## config.mk

```make
export PLATFORM = sky130hd
export DESIGN_NAME = length_prefixed_deframer_sync_hunt
export DESIGN_NICKNAME = d
export VERILOG_FILES = /design/src/ldsh_pkg.sv /design/src/length_prefixed_deframer_sync_hunt.sv /design/src/ldsh_in_stage.sv /design/src/ldsh_core.sv /design/src/ldsh_out_stage.sv
export SDC_FILE = /design/constraint.sdc
export NUM_CORES = 1
export LEC_CHECK = 0
export BUFFER_PORTS_ARGS = -buffer_cell sky130_fd_sc_hd__buf_2
export CORE_ASPECT_RATIO = 2
export CORE_MARGIN = 2
export CORE_UTILIZATION = 25
export CTS_CLUSTER_SIZE = 30
export DETAILED_ROUTE_END_ITERATION = 16
export GPL_ROUTABILITY_DRIVEN = 0
export PLACE_DENSITY = 0.49
export SETUP_SLACK_MARGIN = 0.05
export SLEW_MARGIN = 30
export SYNTH_ARGS = -nofsm -noshare
export SYNTH_HDL_FRONTEND = slang
export SYNTH_SLANG_ARGS = --single-unit
```

## constraint.sdc

```tcl
create_clock -name clk -period 4.1 [get_ports clk]
set_input_delay 0.82 -clock clk [delete_from_list [all_inputs] [get_ports clk]]
set_output_delay 0.82 -clock clk [all_outputs]
set_load 0.01 [all_outputs]
```

## src/ldsh_pkg.sv

```systemverilog
// Shared types and constants for the length-prefixed deframer with sync hunt.
// No dependencies; imported by the input stage, the core, the result stage and the top level.
package ldsh_pkg;

  localparam int unsigned BYTE_W      = 8;
  localparam int unsigned LEN_W       = 16;
  localparam logic [LEN_W-1:0] SHORT_LIMIT      = 16'd4;
  localparam logic [LEN_W-1:0] MAX_LENGTH_RESET = 16'd2000;

  typedef struct packed {
    logic              vld;
    logic [BYTE_W-1:0] data;
    logic [LEN_W-1:0]  idx;
    logic [LEN_W-1:0]  len;
    logic              first;
    logic              last;
    logic              short_pkt;
  } res_t;

endpackage

```

## src/length_prefixed_deframer_sync_hunt.sv

```systemverilog
// Top level of the length-prefixed deframer with sync marker hunt.
// Depends on ldsh_pkg, ldsh_in_stage, ldsh_core and ldsh_out_stage.
//
//   channel | ports                                  | direction
//   --------+----------------------------------------+----------
//   in      | in_valid, in_stall, in_byte            | stream in
//   out     | out_valid, out_stall, out_byte, ...    | bytes out
//   cfg     | cfg_we, cfg_wdata (max_length)         | write only
//
// One byte per cycle sustained while out_stall is low; a payload byte passes
// through the input register and then the result register before it leaves.
// Length and marker bytes never wait on out_stall; payload bytes do.
// Reset is synchronous, active low; max_length returns to 2000.
module length_prefixed_deframer_sync_hunt
  import ldsh_pkg::*;
(
  input  logic              clk,
  input  logic              rst_n,
  input  logic              cfg_we,
  input  logic [LEN_W-1:0]  cfg_wdata,
  input  logic              in_valid,
  output logic              in_stall,
  input  logic [BYTE_W-1:0] in_byte,
  output logic              out_valid,
  input  logic              out_stall,
  output logic [BYTE_W-1:0] out_byte,
  output logic [LEN_W-1:0]  out_byte_index,
  output logic [LEN_W-1:0]  out_packet_length,
  output logic              out_first_byte,
  output logic              out_last_byte,
  output logic              out_short_packet
);

  logic              s1_valid;
  logic [BYTE_W-1:0] s1_byte;
  logic              advance;
  logic              out_ready;
  res_t              res;

  ldsh_in_stage u_in (
    .clk      (clk),
    .rst_n    (rst_n),
    .in_valid (in_valid),
    .in_byte  (in_byte),
    .in_stall (in_stall),
    .advance  (advance),
    .s1_valid (s1_valid),
    .s1_byte  (s1_byte)
  );

  ldsh_core u_core (
    .clk       (clk),
    .rst_n     (rst_n),
    .cfg_we    (cfg_we),
    .cfg_wdata (cfg_wdata),
    .s1_valid  (s1_valid),
    .s1_byte   (s1_byte),
    .out_ready (out_ready),
    .advance   (advance),
    .res       (res)
  );

  ldsh_out_stage u_out (
    .clk               (clk),
    .rst_n             (rst_n),
    .res               (res),
    .out_ready         (out_ready),
    .out_stall         (out_stall),
    .out_valid         (out_valid),
    .out_byte          (out_byte),
    .out_byte_index    (out_byte_index),
    .out_packet_length (out_packet_length),
    .out_first_byte    (out_first_byte),
    .out_last_byte     (out_last_byte),
    .out_short_packet  (out_short_packet)
  );

`ifndef ASSERT_OFF
  a_idx_in_range: assert property (@(posedge clk) disable iff (!rst_n)
    out_valid |-> (out_byte_index < out_packet_length))
    else $error("byte index beyond packet length");

  a_last_pos: assert property (@(posedge clk) disable iff (!rst_n)
    out_valid |-> (out_last_byte == (out_byte_index == out_packet_length - 16'd1)))
    else $error("last mark not on final byte");

  a_short_flag: assert property (@(posedge clk) disable iff (!rst_n)
    out_valid |-> (out_short_packet == (out_packet_length <= SHORT_LIMIT)))
    else $error("short flag does not match length");

  a_stall_held: assert property (@(posedge clk) disable iff (!rst_n)
    in_stall |-> (s1_valid && res.vld && out_valid && out_stall))
    else $error("input stalled without a blocked payload byte");
`endif

endmodule

```

## src/ldsh_in_stage.sv

```systemverilog
// Input register of the deframer: holds one accepted stream byte.
// Depends on ldsh_pkg for the byte width.
module ldsh_in_stage
  import ldsh_pkg::*;
(
  input  logic              clk,
  input  logic              rst_n,
  input  logic              in_valid,
  input  logic [BYTE_W-1:0] in_byte,
  output logic              in_stall,
  input  logic              advance,
  output logic              s1_valid,
  output logic [BYTE_W-1:0] s1_byte
);

  logic              valid_r;
  logic [BYTE_W-1:0] byte_r;
  logic              take;

  assign in_stall = valid_r && !advance;
  assign take     = in_valid && !in_stall;

  always_ff @(posedge clk) begin
    if (!rst_n) begin
      valid_r <= 1'b0;
    end else if (take) begin
      valid_r <= 1'b1;
    end else if (advance) begin
      valid_r <= 1'b0;
    end
  end

  always_ff @(posedge clk) begin
    if (take) begin
      byte_r <= in_byte;
    end
  end

  assign s1_valid = valid_r;
  assign s1_byte  = byte_r;

endmodule

```

## src/ldsh_core.sv

```systemverilog
// Deframer state: length capture, payload counting and sync marker matcher.
// Depends on ldsh_pkg for the result struct and constants.
module ldsh_core
  import ldsh_pkg::*;
(
  input  logic              clk,
  input  logic              rst_n,
  input  logic              cfg_we,
  input  logic [LEN_W-1:0]  cfg_wdata,
  input  logic              s1_valid,
  input  logic [BYTE_W-1:0] s1_byte,
  input  logic              out_ready,
  output logic              advance,
  output res_t              res
);

  localparam logic [1:0] PH_LEN_LO  = 2'd0;
  localparam logic [1:0] PH_LEN_HI  = 2'd1;
  localparam logic [1:0] PH_PAYLOAD = 2'd2;
  localparam logic [1:0] PH_HUNT    = 2'd3;

  localparam logic [1:0] HUNT_NONE = 2'd0;
  localparam logic [1:0] HUNT_S    = 2'd1;
  localparam logic [1:0] HUNT_SR   = 2'd2;
  localparam logic [1:0] HUNT_SR0  = 2'd3;

  localparam logic [BYTE_W-1:0] CH_S    = 8'h73;
  localparam logic [BYTE_W-1:0] CH_R    = 8'h72;
  localparam logic [BYTE_W-1:0] CH_ZERO = 8'h30;
  localparam logic [BYTE_W-1:0] CH_ONE  = 8'h31;

  typedef struct packed {
    logic [1:0] st;
    logic       hit;
  } hunt_t;

  function automatic hunt_t hunt_step(input logic [1:0] st, input logic [BYTE_W-1:0] ch);
    hunt_t h;
    h.hit = 1'b0;
    case (st)
      HUNT_NONE: h.st = (ch == CH_S)    ? HUNT_S   : HUNT_NONE;
      HUNT_S:    h.st = (ch == CH_R)    ? HUNT_SR  : HUNT_NONE;
      HUNT_SR:   h.st = (ch == CH_ZERO) ? HUNT_SR0 : HUNT_NONE;
      default: begin
        h.st  = HUNT_NONE;
        h.hit = (ch == CH_ZERO) || (ch == CH_ONE);
      end
    endcase
    return h;
  endfunction

  logic [1:0]        phase_r, phase_nxt;
  logic [BYTE_W-1:0] len_lo_r, len_lo_nxt;
  logic [LEN_W-1:0]  frame_len_r, frame_len_nxt;
  logic [LEN_W-1:0]  cnt_r, cnt_nxt;
  logic [1:0]        hunt_r, hunt_nxt;
  logic [LEN_W-1:0]  max_len_r;
  logic [LEN_W-1:0]  len_in;
  logic              last;
  hunt_t             h_lo, h_hi, h_cur;

  assign len_in = {s1_byte, len_lo_r};
  assign last   = ({1'b0, cnt_r} + 17'd1) >= {1'b0, frame_len_r};
  assign h_lo   = hunt_step(HUNT_NONE, len_lo_r);
  assign h_hi   = hunt_step(h_lo.st, s1_byte);
  assign h_cur  = hunt_step(hunt_r, s1_byte);

  always_comb begin
    phase_nxt     = phase_r;
    len_lo_nxt    = len_lo_r;
    frame_len_nxt = frame_len_r;
    cnt_nxt       = cnt_r;
    hunt_nxt      = hunt_r;
    res.vld       = 1'b0;
    res.data      = s1_byte;
    res.idx       = cnt_r;
    res.len       = frame_len_r;
    res.first     = (cnt_r == '0);
    res.last      = last;
    res.short_pkt = (frame_len_r <= SHORT_LIMIT);
    case (phase_r)
      PH_LEN_LO: begin
        len_lo_nxt = s1_byte;
        phase_nxt  = PH_LEN_HI;
      end
      PH_LEN_HI: begin
        if ((len_in != '0) && (len_in <= max_len_r)) begin
          frame_len_nxt = len_in;
          cnt_nxt       = '0;
          phase_nxt     = PH_PAYLOAD;
        end else begin
          hunt_nxt  = h_hi.st;
          phase_nxt = PH_HUNT;
        end
      end
      PH_PAYLOAD: begin
        res.vld = s1_valid;
        if (last) begin
          cnt_nxt   = '0;
          phase_nxt = PH_LEN_LO;
        end else begin
          cnt_nxt = cnt_r + 16'd1;
        end
      end
      default: begin
        hunt_nxt = h_cur.st;
        if (h_cur.hit) begin
          phase_nxt = PH_LEN_LO;
        end
      end
    endcase
  end

  // header and hunt bytes never wait on the result side
  assign advance = s1_valid && (!(phase_r == PH_PAYLOAD) || out_ready);

  always_ff @(posedge clk) begin
    if (!rst_n) begin
      phase_r     <= PH_LEN_LO;
      frame_len_r <= '0;
      cnt_r       <= '0;
      hunt_r      <= HUNT_NONE;
    end else if (advance) begin
      phase_r     <= phase_nxt;
      frame_len_r <= frame_len_nxt;
      cnt_r       <= cnt_nxt;
      hunt_r      <= hunt_nxt;
    end
  end

  always_ff @(posedge clk) begin
    if (advance) begin
      len_lo_r <= len_lo_nxt;
    end
  end

  always_ff @(posedge clk) begin
    if (!rst_n) begin
      max_len_r <= MAX_LENGTH_RESET;
    end else if (cfg_we) begin
      max_len_r <= cfg_wdata;
    end
  end

endmodule

```

## src/ldsh_out_stage.sv

```systemverilog
// Result register of the deframer: holds one payload byte transaction.
// Depends on ldsh_pkg for the result struct.
module ldsh_out_stage
  import ldsh_pkg::*;
(
  input  logic              clk,
  input  logic              rst_n,
  input  res_t              res,
  output logic              out_ready,
  input  logic              out_stall,
  output logic              out_valid,
  output logic [BYTE_W-1:0] out_byte,
  output logic [LEN_W-1:0]  out_byte_index,
  output logic [LEN_W-1:0]  out_packet_length,
  output logic              out_first_byte,
  output logic              out_last_byte,
  output logic              out_short_packet
);

  logic valid_r;
  res_t res_r;

  assign out_ready = !valid_r || !out_stall;

  always_ff @(posedge clk) begin
    if (!rst_n) begin
      valid_r <= 1'b0;
    end else if (out_ready) begin
      valid_r <= res.vld;
    end
  end

  always_ff @(posedge clk) begin
    if (out_ready && res.vld) begin
      res_r <= res;
    end
  end

  assign out_valid         = valid_r;
  assign out_byte          = res_r.data;
  assign out_byte_index    = res_r.idx;
  assign out_packet_length = res_r.len;
  assign out_first_byte    = res_r.first;
  assign out_last_byte     = res_r.last;
  assign out_short_packet  = res_r.short_pkt;

endmodule
```

==> results of run 1 <==
## logic make-up (layout without fill, tap and decap cells)
group,count (synthesis),in the layout,synth area share [%]
and+or+nand+nor,157,157,17.3
DFF,113,113,52.9
AOI/OAI and AO/OA,107,107,13.4
buffers and inverters,55,150,4.11
adders and majority gates,34,34,7.89
xor gates and xnor gates,14,14,2.28
muxes,11,11,2.04
## final timing paths
kind | startpoint | end | depth (start not counted)
worst min-delay path | u_core.frame_len_r[12]$_SDFFE_PN0P_ | u_out.out_packet_length[12]$_DFFE_PP_ | 0
worst max-delay path | u_core.cnt_r[0]$_SDFFE_PN0P_ | u_core.cnt_r[3]$_SDFFE_PN0P_ | 14
worst min register to register | u_core.frame_len_r[12]$_SDFFE_PN0P_ | u_out.out_packet_length[12]$_DFFE_PP_ | 0
worst max register to register | u_core.cnt_r[0]$_SDFFE_PN0P_ | u_core.cnt_r[3]$_SDFFE_PN0P_ | 14
## per-layer routing
layer | up-vias | track usage (%) | routed length [µm]
li1 | 1966 | - | -
met1 | 1925 | 11.2 | 4580
met2 | 107 | 25.0 | 8180
met3 | 43 | 2.74 | 457
met4 | 0 | 9.50 | 912
met5 | - | 0 | 0
## where the power goes
group	switching [mW]	leakage, nW	internal [mW]
combinational	0.102	1.27	0.0697
sequential	0.0305	0.962	1.22
clock	0.527	0.278	0.947
total	0.659	2.51	2.23
## cell usage after synthesis, types with 2 or more instances
master    number
nor2b_1       28
and3_1         3
o21ai_0        8
o22ai_1       10
ha_1          34
xnor2_1       11
a21boi_1       2
buf_2          3
o211ai_1      10
or3b_2         3
a21boi_2       3
nor4b_1        2
a21o_1         3
mux2i_1       11
and4_1         3
nor3_1         6
o21a_1         4
a21oi_1       51
nand3b_1       8
nor4_1         8
nor3b_1        2
clkbuf_1      13
nand3_1       19
nor2_1         8
o211a_1        2
inv_1         36
nand2b_1       3
nand4_1        9
dfxtp_1       54
xor2_1         3
nand2_1       42
edfxtp_1      59
## layout make-up
| class | instances | area [µm²] | share of cell area (%) |
|---|---|---|---|
| flip-flops and latches | 113 | 2850 | 42.7 |
| clock inverters | 15 | 168 | 2.51 |
| repair buffers | 82 | 433 | 6.48 |
| clock buffers | 17 | 425 | 6.37 |
| well taps | 273 | 342 | 5.11 |
| inverters | 36 | 135 | 2.02 |
| multi-input cells | 323 | 2330 | 34.8 |
## worst max-delay path, stage by stage, from the launching register on
cell and delay [ps]:
dfxtp_1 440, ha_1 260, nand3_1 240, nor3_2 440, nand3_1 170, xnor2_1 230
ha_1 300, o21a_1 110, o21ai_0 170, a21oi_1 70, a211o_4 350, nor3b_4 240
buf_4 270, a21oi_1 100, o22ai_1 180
## flip-flops by register name, indices dropped and copies added (netlist names), 2 cells and up
name                     cells
u_core.cnt_r                16
u_core.frame_len_r          16
u_core.max_len_r            16
u_out.out_byte_index        16
u_out.out_packet_length     16
u_core.len_lo_r              8
u_in.s1_byte                 8
u_out.out_byte               8
u_core.hunt_r                2
u_core.phase_r               2
## metrics by stage
step / util, % / area, µm² / std cells
2_1_floorplan: - / 5390 / 491
3_3_place_gp: 28.5 / 6090 / 827
3_5_place_dp: 28.5 / 6090 / 827
4_1_cts: 31.2 / 6680 / 859
5_1_grt: 31.2 / 6680 / 859
6_report: 31.2 / 6680 / 859
## placed cells by master (no fill, tap or decap), types with 11 or more instances in the layout
| cell | netlist | layout |
|---|---|---|
| nand3_1 | 19 | 19 |
| clkbuf_16 | 0 | 17 |
| mux2i_1 | 11 | 11 |
| a21oi_1 | 51 | 50 |
| edfxtp_1 | 59 | 59 |
| dfxtp_1 | 54 | 54 |
| nand2_1 | 42 | 42 |
| xnor2_1 | 11 | 11 |
| ha_1 | 34 | 34 |
| nor2b_1 | 28 | 28 |
| buf_2 | 3 | 73 |
| inv_1 | 36 | 36 |
==> run metrics, run 1 <==
post-route total power=2.89 mW; initial antenna violation count=0; Ys Warns=0; RSZ-0062 raised after global routing=no; hold_ws=460 ps; Clk Latency, worst-skew pair=410 ps; total CTS buffers=17; Worst Path Arrival=3980 ps; CTS tree=yes; clk sinks=113; Seq cells post-synth=113; synth top area cells=edfxtp_1 33%, dfxtp_1 20%, ha_1 7.9%; Global Route Usage Sum=13.0%; status=finished clean; Synth Area per Inst=11.0 µm²; die height=212 µm; Routed Antenna Nets=0; number of placement rows=76; max cap viols=0; Fin. Hold Viols=0; Worst Tran Pin Value=797 ps; P per Cell Area=433 nW/µm²; clk_skew=6.42 ps; synthesis-to-layout area growth=24.0%; drc violations=0; share of synthesized registers carrying an async set or reset=0%; Longest Clk Path Bufs=2; post-synth cell types=62; Post-Syn Instances=491; crit end category=flop; CTS resizes=0; Final Net Count=636; ys flop type=edfxtp_1; final setup fails=0; initial drt markers=157; share of cells above drive strength 1=22.9%; antenna cell count=0; Reg clk slew, reported paths=50 ps; root buf cell=clkbuf_16; Core Box Area=21400 µm²; H-tree levels=4; P_leak=2.51 nW; postcts setup bufs=0; slew margin rel.=46.7%; Final period util=89.0%; WL final=14100 µm; Pre-Repair DR Iteration Count=5; post-synth design cell area=5390 µm²; post-synth net total=554; biggest area consumer among synthesized cells=edfxtp_1; fmax=274 MHz; I/O Pins=74; crit path time final=3650 ps; DR WL/cell=16.4 µm; vias in the first global route=4137; hpwl dp=10900 µm; HP Class=flop to flop; CTS Hold Buffers Added=0; Seq/Total Area, Yosys=52.9%; Worst EP required=4430 ps; final setup margin=452 ps; Synth top area share=32.9%; GRT overflow=0; Initial Util=25.2%; Worst Path Max Fanout=15; routed vias/inst=4.70; Crit Path Class=flop to flop; Die Width=108 µm; reg2reg setup slack=450 ps; Layout fillers=2206; Peak VDD IR=0.000244 V; setup_tns=0 ps; EDFF count, synth=59; largest net degree at the start of global routing=46; pre-CTS WS=513 ps; Slew Viols, Final=0; number of port buffers=73; die area=22800 µm²; first-pass GRT wire length=21900 µm; Critical Path Source Type=flop; vias post-DR=4041
No activity file was read; power rests on OpenSTA's default activity.
==> inputs of run 2 (changes only) <==
- RECOVER_POWER: default -> 100
==> run metrics, run 2 (synthesized netlist as in run 1, its figures left out) <==
status=finished, violations left; violated checks=capacitance limit, slew limit; Clk Latency, worst-skew pair=420 ps (about the same); root buf cell=clkbuf_16; postcts setup bufs=0 (unchanged); synthesis-to-layout area growth=22.0%; final setup fails=0 (unchanged); Worst Reg2Reg Path Length in Cells=13 (-1); Slew Viols, Final=66 (+66); routed vias/inst=4.73 (+0.45%); crit path time final=3720 ps (+67.1 ps); setup_tns=0 ps (unchanged); WL final=14200 µm (+0.47%); Worst Path Max Fanout=12 (-3); fmax=269 MHz (-1.8%); Initial Util=25.2% (unchanged); die area=22800 µm² (unchanged); first-pass GRT wire length=21900 µm (unchanged); Bufs and invs on worst path=0 (-1); total CTS buffers=17 (unchanged); crit end category=flop; Reg clk slew, reported paths=50 ps (about the same); Global Route Usage Sum=13.0% (unchanged); P_leak=2.38 nW (-5.5%); slew margin rel.=-21.1% (-68 points); die height=212 µm (unchanged); Fin. Hold Viols=0 (unchanged); Critical Path Stages=13 (-1); H-tree levels=4 (unchanged); initial drt markers=141 (-10%); antenna cell count=0 (unchanged); Peak VDD IR=0.000244 V (about the same); hold_ws=459 ps (-1.00 ps); reg2reg setup slack=380 ps (-70 ps); commonest non-fill, non-tap cell in the layout=edfxtp_1; Final Net Count=636 (unchanged); Pre-Repair DR Iteration Count=5 (unchanged); Worst EP required=4440 ps (about the same); RSZ-0062 raised after global routing=no; Routed Antenna Nets=0 (unchanged); DR WL/cell=16.5 µm (+0.47%); initial antenna violation count=0 (unchanged); P per Cell Area=440 nW/µm² (+1.6%); vias in the first global route=4137 (unchanged); Final period util=90.6% (+1.6 points); HP Class=flop to flop; largest net degree at the start of global routing=46 (unchanged); Longest Clk Path Bufs=2 (unchanged); clk_skew=6.25 ps (-0.174 ps); Crit Path Class=flop to flop; number of placement rows=76 (unchanged); share of cells above drive strength 1=13.3% (-9.6 points); CP Cell Sequence=ha_1, nand3_1, nor3_2, nand3_1, xnor2_1, ha_1, o21a_1, o21ai_0, a21oi_1, a211o_4, nor3b_4, nand2_1, o22ai_1; CTS resizes=0 (unchanged); crit-path leading delay family=simple AND/OR/NAND/NOR gates; Die Width=108 µm (unchanged); GRT overflow=0 (unchanged); commonest cells after routing, fill and taps aside=59 x edfxtp_1, 54 x dfxtp_1, 53 x clkbuf_1; number of port buffers=73 (unchanged); WHS Path Cells=0 (unchanged); vias post-DR=4059 (+0.45%); Core Box Area=21400 µm² (unchanged); Layout fillers=2219 (+0.59%); Worst Tran Pin Value=1820 ps (+1020 ps); clk sinks=113 (unchanged); largest stage delay on the critical path=440 ps (about the same); Worst Path Arrival=4050 ps (+70 ps); CTS Hold Buffers Added=0 (unchanged); Critical Path Source Type=flop; drc violations=0 (unchanged); slowest CP cell=dfxtp_1; hpwl dp=10900 µm (unchanged); I/O Pins=74 (unchanged); max cap viols=2 (+2); CTS tree=yes
==> run 2: cell count changes in the layout (fill, tap and decap cells not counted), moves of 2 or more <==
cell	before	now
a21boi_1	2	0
buf_4	9	3
buf_2	73	25
clkbuf_1	0	53
a21boi_0	1	4
==> run 2: worst reg2reg max path, delay by kind of cell, from the launching register on <==
kind	cells	cell delay, ps
AO/OA/AOI/OAI	5	980
AND/OR/NAND/NOR	5	1440
flip-flops	1	440
XOR/XNOR	1	230
adder cells (fa/ha/maj)	2	570
==> run 2: through the flow <==
stage               area, µm²  std cells  utilization [%]  power (mW)  setup WS [ps]
global placement         6090        827             28.5        1.44            610
finish                   6580        859             30.7        2.89            385
floorplan                5390        491                -        1.37            335
global route             6580        859             30.7        2.99           91.4
detailed placement       6090        827             28.5        1.44            513
CTS                      6680        859             31.2        2.93            485
==> run 2: final timing paths <==
| check | from | to |
|---|---|---|
| worst min-delay path | u_core.frame_len_r[12]$_SDFFE_PN0P_ | u_out.out_packet_length[12]$_DFFE_PP_ |
| worst min register to register | u_core.frame_len_r[12]$_SDFFE_PN0P_ | u_out.out_packet_length[12]$_DFFE_PP_ |
| worst max register to register | u_core.cnt_r[0]$_SDFFE_PN0P_ | u_core.cnt_r[13]$_SDFFE_PN0P_ |
| worst max-delay path | u_core.cnt_r[0]$_SDFFE_PN0P_ | u_core.cnt_r[13]$_SDFFE_PN0P_ |
==> run 2: final cells by class <==
class / count / area, µm² / share of cell area (%)
repair buffers: 82 / 352 / 5.35
inverters: 36 / 135 / 2.05
flip-flops and latches: 113 / 2850 / 43.4
clock inverters: 15 / 168 / 2.55
multi-input cells: 323 / 2300 / 35.0
clock buffers: 17 / 425 / 6.47
well taps: 273 / 342 / 5.19
==> run 2: per-layer routing <==
| metal | vias up | share of wire [%] | track usage, % |
|---|---|---|---|
| li1 | 1966 | - | - |
| met1 | 1925 | 32 | 11.2 |
| met2 | 127 | 58 | 25.0 |
| met3 | 41 | 3.9 | 2.74 |
| met4 | 0 | 6.4 | 9.50 |
| met5 | - | 0 | 0 |
==> run 2: power breakdown <==
group / internal [mW] / total [mW] / switching, mW
registers: 1.22 / 1.25 / 0.0305
clock network: 0.947 / 1.48 / 0.530
logic: 0.0659 / 0.167 / 0.101
